$ cat config.mk
export PLATFORM = sky130hd
export DESIGN_NAME = dacfb_front
export DESIGN_NICKNAME = d
export VERILOG_FILES = /design/src/hw/rtl/dacfb_pkg.sv /design/src/hw/rtl/dacfb_front.sv
export VERILOG_INCLUDE_DIRS = /design/src /design/src/hw/rtl
export SDC_FILE = /design/constraint.sdc
export NUM_CORES = 1
export LEC_CHECK = 0
export BUFFER_PORTS_ARGS = -buffer_cell sky130_fd_sc_hd__buf_2
export CORE_MARGIN = 4
export CORE_UTILIZATION = 49
export CTS_BUF_LIST = sky130_fd_sc_hd__clkbuf_8
export DETAILED_ROUTE_END_ITERATION = 6
export PLACE_DENSITY = 0.82
export SYNTH_ARGS = -nofsm -noshare
export SYNTH_HDL_FRONTEND = slang
export SYNTH_SLANG_ARGS = --single-unit
$ cat constraint.sdc
create_clock -name clk -period 7 [get_ports clk]
set_input_delay 0.35 -clock clk [delete_from_list [all_inputs] [get_ports clk]]
set_output_delay 0.35 -clock clk [all_outputs]
set_load 0.005 [all_outputs]
$ cat src/hw/rtl/assert_macros.svh
// shared assertion macros
`ifndef ASSERT_MACROS_SVH
`define ASSERT_MACROS_SVH

// implication checked every cycle outside reset
`define CHK_IMPLY(label, clk, rst, ante, cons, msg) \
  label: assert property (@(posedge clk) disable iff (rst) (ante) |-> (cons)) else $error(msg);

// consequence checked in the cycle after the antecedent
`define CHK_NEXT(label, clk, rst, ante, cons, msg) \
  label: assert property (@(posedge clk) disable iff (rst) (ante) |=> (cons)) else $error(msg);

`endif

$ cat src/hw/rtl/dacfb_pkg.sv
`timescale 1ns / 1ps
package dacfb_pkg;

  localparam int BlockBytes = 16;
  localparam int Rounds     = 10;
  localparam int QueueDepth = 2;

  typedef struct packed {
    logic         first_block;
    logic         decrypt;
    logic [127:0] iv;
    logic [127:0] data;
    logic [4:0]   byte_count;
  } req_t;

  typedef enum logic [2:0] {
    ST_IDLE = 3'b001,
    ST_RUN  = 3'b010,
    ST_DONE = 3'b100
  } core_state_t;

  typedef enum logic [1:0] {
    REG_KEY1_HI = 2'd0,
    REG_KEY1_LO = 2'd1,
    REG_KEY2_HI = 2'd2,
    REG_KEY2_LO = 2'd3
  } reg_idx_t;

  function automatic logic [7:0] xtime(input logic [7:0] a);
    xtime = {a[6:0], 1'b0} ^ (a[7] ? 8'h1b : 8'h00);
  endfunction

  function automatic logic [7:0] gmul(input logic [7:0] a, input logic [7:0] b);
    logic [7:0] r;
    logic [7:0] p;
    r = '0;
    p = a;
    for (int i = 0; i < 8; i++) begin
      if (b[i]) r = r ^ p;
      p = xtime(p);
    end
    gmul = r;
  endfunction

  function automatic logic [7:0] sbox(input logic [7:0] x);
    logic [7:0] r;
    logic [7:0] p;
    logic [7:0] e;
    r = 8'h01;
    p = x;
    e = 8'd254;
    for (int i = 0; i < 8; i++) begin
      if (e[i]) r = gmul(r, p);
      p = gmul(p, p);
    end
    sbox = r ^ {r[6:0], r[7]} ^ {r[5:0], r[7:6]} ^ {r[4:0], r[7:5]}
         ^ {r[3:0], r[7:4]} ^ 8'h63;
  endfunction

  // byte i of a 128-bit block, byte 0 most significant
  function automatic logic [7:0] byte_at(input logic [127:0] v, input int i);
    byte_at = v[127-8*i -: 8];
  endfunction

  // one AES round; last skips mix columns
  function automatic logic [127:0] aes_round(input logic [127:0] s, input logic [127:0] k,
                                             input logic last);
    logic [7:0] sb [16];
    logic [7:0] t  [16];
    logic [7:0] o  [16];
    logic [127:0] res;
    for (int i = 0; i < 16; i++) sb[i] = sbox(byte_at(s, i));
    for (int c = 0; c < 4; c++)
      for (int r = 0; r < 4; r++) t[r+4*c] = sb[r + 4*((c+r) & 3)];
    for (int c = 0; c < 4; c++) begin
      o[4*c]   = xtime(t[4*c]) ^ xtime(t[4*c+1]) ^ t[4*c+1] ^ t[4*c+2] ^ t[4*c+3];
      o[4*c+1] = t[4*c] ^ xtime(t[4*c+1]) ^ xtime(t[4*c+2]) ^ t[4*c+2] ^ t[4*c+3];
      o[4*c+2] = t[4*c] ^ t[4*c+1] ^ xtime(t[4*c+2]) ^ xtime(t[4*c+3]) ^ t[4*c+3];
      o[4*c+3] = xtime(t[4*c]) ^ t[4*c] ^ t[4*c+1] ^ t[4*c+2] ^ xtime(t[4*c+3]);
    end
    for (int i = 0; i < 16; i++) res[127-8*i -: 8] = (last ? t[i] : o[i]);
    aes_round = res ^ k;
  endfunction

  function automatic logic [127:0] key_step(input logic [127:0] k, input logic [7:0] rcon);
    logic [31:0] w [4];
    logic [31:0] g;
    for (int i = 0; i < 4; i++) w[i] = k[127-32*i -: 32];
    g = {sbox(w[3][23:16]) ^ rcon, sbox(w[3][15:8]), sbox(w[3][7:0]), sbox(w[3][31:24])};
    w[0] = w[0] ^ g;
    w[1] = w[1] ^ w[0];
    w[2] = w[2] ^ w[1];
    w[3] = w[3] ^ w[2];
    key_step = {w[0], w[1], w[2], w[3]};
  endfunction

endpackage

$ cat src/hw/rtl/dacfb_front.sv
`timescale 1ns / 1ps
`include "assert_macros.svh"
// input stage and request queue
module dacfb_front #(
  parameter int Depth = dacfb_pkg::QueueDepth
) (
  input  logic              clk,
  input  logic              rst,
  input  logic              in_valid,
  output logic              in_stall,
  input  dacfb_pkg::req_t   in_req,
  output logic              q_valid,
  input  logic              q_pop,
  output dacfb_pkg::req_t   q_req
);

  localparam int AW = (Depth > 1) ? $clog2(Depth) : 1;

  dacfb_pkg::req_t  mem [Depth];
  dacfb_pkg::req_t  in_sat;
  logic [AW-1:0]    wr_ptr;
  logic [AW-1:0]    rd_ptr;
  logic [AW:0]      count;
  logic             push;
  logic             pop;

  assign in_stall = (count == (AW+1)'(Depth));
  assign push     = in_valid && !in_stall;
  assign pop      = q_pop && q_valid;
  assign q_valid  = (count != '0);
  assign q_req    = mem[rd_ptr];

  always_comb begin
    in_sat = in_req;
    // saturate the count so the back end only sees 0..16
    if (in_req.byte_count > 5'(dacfb_pkg::BlockBytes))
      in_sat.byte_count = 5'(dacfb_pkg::BlockBytes);
  end

  always_ff @(posedge clk) begin
    if (push) begin
      mem[wr_ptr] <= in_sat;
    end
  end

  always_ff @(posedge clk) begin
    if (rst) begin
      wr_ptr <= '0;
      rd_ptr <= '0;
      count  <= '0;
    end else begin
      if (push) wr_ptr <= (wr_ptr == AW'(Depth-1)) ? '0 : wr_ptr + 1'b1;
      if (pop)  rd_ptr <= (rd_ptr == AW'(Depth-1)) ? '0 : rd_ptr + 1'b1;
      count <= count + (AW+1)'(push) - (AW+1)'(pop);
    end
  end

  `CHK_IMPLY(a_no_overflow, clk, rst, count == (AW+1)'(Depth), !push, "queue overflow")
  `CHK_IMPLY(a_count_range, clk, rst, 1'b1, count <= (AW+1)'(Depth), "queue count out of range")
  `CHK_NEXT(a_pop_drains, clk, rst, pop && !push, count == $past(count) - 1'b1, "pop lost")

endmodule

==> impl_metrics.csv <==
group,metric,value,unit
outcome,outcome,"finished, final reports clean",
clocking,hold_buffers,260,
global_routing,grt_start_max_net_pins,139,
detailed_routing,drt_iter0_drc,819,
pwr,power.density,331.6,mW/mm2
synthesis,synthArstFlopShare,0,
clocking,numCtsBuffers,81,
synthesis,synthesis.area,0.01950,mm2
detailed_routing,drc_errors,0,
global_routing,grt_pass1_vias,12620,
placement,numPortBuffers,531,
synthesis,netlist_instances,850,
clocking,h-tree-depth,3,
die,dieArea,0.04306,mm2
setup_path,crit_path_end_kind,"output pin",
timing,worstMarginPinSlew,1117,ps
clocking,tritoncts,"built",
flow_run,drv_cap,0,
setup_path,critPathMaxStageDelay,960,ps
synthesis,synth-seq-area-share,0.8150,
synthesis,synth_nets,1119,
detailed_routing,num_vias,11750,
setup_path,start_kind,"register",
synthesis,synth_top_area_frac,0.8099,
synthesis,yosys_most_used_dff,"edfxtp_1",
synthesis,synth_adder_area_share,0.001283,
clocking,cts_setup_buffers,0,
setup_path,worst_path_max_delay_cell,"buf_4",
setup_path,cp.required,6650,ps
clocking,clkLatencyLatePin,610,ps
timing,fin_skew,32.28,ps
timing,fmax,279.8,MHz
detailed_routing,routed_via_density,5.168,
finish,nets,1968,
die,die_x,207.5,um
timing,max_slew_margin,0.2555,
detailed_routing,wl,51200,um
synthesis,synthSimpleGateAreaFrac,0.004234,
timing,whs,104.1,ps
synthesis,synth_edf_count,526,
timing,fin_crit,3574,ps
detailed_routing,firstDrtPassIters,5,
clocking,clk_pin_slew,60,ps
synthesis,syn_area_per_cell,22.95,um2
synthesis,muxShareOfSynthArea,0.1653,
setup_path,crit_arrival,3220,ps
clocking,cts_root_buffer,"clkbuf_8",
setup_path,worstPathMaxFanout,69,
global_routing,overflow,0,
synthesis,synth.distinct_cells,24,
timing,final-max-slew-violation-count,0,
setup_path,reg2reg_slack,4010,ps
synthesis,synth-compound-area-share,0.0008981,
clocking,clk_path_buf_depth,3,
placement,place.gp.congestion,0.8093,
die,start_util,0.5000,
finish,fin_util,0.6841,
timing,hold_viol_final,0,
clocking,clock-sinks,531,
finish,syn2layout_area_growth,36.81,%
die,die_h,207.5,um
hold_path,worstHoldPathType,"input pin to register",
die,ioPinCount,532,
global_routing,antenna_found_initial,6,
timing,rsz0062_at_grt,"false",
detailed_routing,antenna_left,0,
timing,final-setup-viol-count,0,
pwr,p_leak,0.01026,uW
die,rows,72,
synthesis,yosys_warnings,0,
synthesis,yosysMostFrequentCell,"edfxtp_1",
synthesis,synth_xor_area_frac,0.0008981,
synthesis,ys_ff_latch,531,
timing,fin_setup_tns,0,ps
setup_path,path_cells,"buf_4 > mux2_2 > buf_2",
die,core,0.03901,mm2
placement,hpwl,29740,um
placement,place_area,0.02267,mm2
synthesis,synthTopCellsByArea,"edfxtp_1 81%, mux2_2 11%, mux2_4 5.4%",
setup_path,worstSetupPathType,"register to output pin",
finish,drive_gt1_frac,0.5137,
synthesis,synth_top_family_by_area,"multiplexers",
finish,finish.instance_area,0.02668,mm2
clocking,cts_resized,0,
pwr,ir_worst_vdd,0.0003009,V
synthesis,synth_top_area_cell,"edfxtp_1",
global_routing,grt_pass1_wl,76610,um
global_routing,track_usage,0.2316,
synthesis,ys_top_cells_by_count,"526 x edfxtp_1, 193 x mux2_2, 70 x mux2_4",
detailed_routing,wl_per_cell,22.53,um
timing,fin_crit_sh,0.5106,
-- state kept, by name (all words and copies together) (netlist names), named ones only --
register  count
rd_ptr        1
mem         526
wr_ptr        1
count         2
-- final timing paths --
| path | startpoint | to | cells past startpoint |
|---|---|---|---|
| min reg2reg | rd_ptr | rd_ptr | 2 |
| min | in_req[1] | mem[1][1] | 2 |
| max | register | q_req[75] | 3 |
| max reg2reg | count[0] | mem[0][27] | 5 |
-- final cells by class --
class	count	area, um2
sequential	531	15900
fill	2286	12320
timing repair buffer	796	5335
multi-input combinational	285	3372
clock buffer	84	1156
tap	518	648.1
clock inverter	50	237.7
inverter	4	22.52
antenna	5	12.51
-- cell families (layout without fill, tap and decap cells) --
group / after synthesis / count (layout)
adder cells (fa/ha/maj): 2 / 2
XOR/XNOR: 2 / 2
multiplexers: 263 / 263
flip-flops: 531 / 531
other: 0 / 5
AND/OR/NAND/NOR: 15 / 15
AO/OA/AOI/OAI: 3 / 3
buffers and inverters: 34 / 934
-- cell usage in the layout, fill, tap and decap left out, types with 2 or more instances in the layout --
master and instances:
buf_12 3, inv_1 27, clkinv_1 14, mux2_4 70
nor2_1 3, buf_4 2, dlygate4sd3_1 260, buf_2 531
mux2_2 193, nor2b_1 5, edfxtp_1 526, clkbuf_8 84
ha_1 2, clkinvlp_4 4, clkinv_2 7, diode_2 5
dfxtp_1 4
-- where the power goes --
part	switching (uW)	internal (uW)
logic	1120	1190
clock network	1140	1140
registers	189	4060
total	2460	6390
-- through the flow --
step / cells / power, uW / worst slack (ps)
floorplan: 850 / 5608 / 441.7
global placement: 1874 / 6354 / 4170
detailed placement: 1874 / 6424 / 4127
CTS: 2268 / 8807 / 3456
global route: 2273 / 9228 / 3289
finish: 2273 / 8848 / 3426
-- per-layer routing --
layer / share of wire / track usage / routed length (um) / up-vias
li1: - / - / - / 5100
met1: 0.35 / 0.2665 / 17990 / 5761
met2: 0.51 / 0.3980 / 26210 / 758
met3: 0.095 / 0.07314 / 4861 / 127
met4: 0.042 / 0.1065 / 2126 / 2
met5: 0.00025 / 0 / 13 / -
-- worst max-delay path: cells and delay by family, from the launching register on --
| family | cells | cell delay (ps) |
|---|---|---|
| buffers and inverters | 2 | 1090 |
| flip-flops | 1 | 940 |
| multiplexers | 1 | 440 |
(Power assumes the default switching activity.)
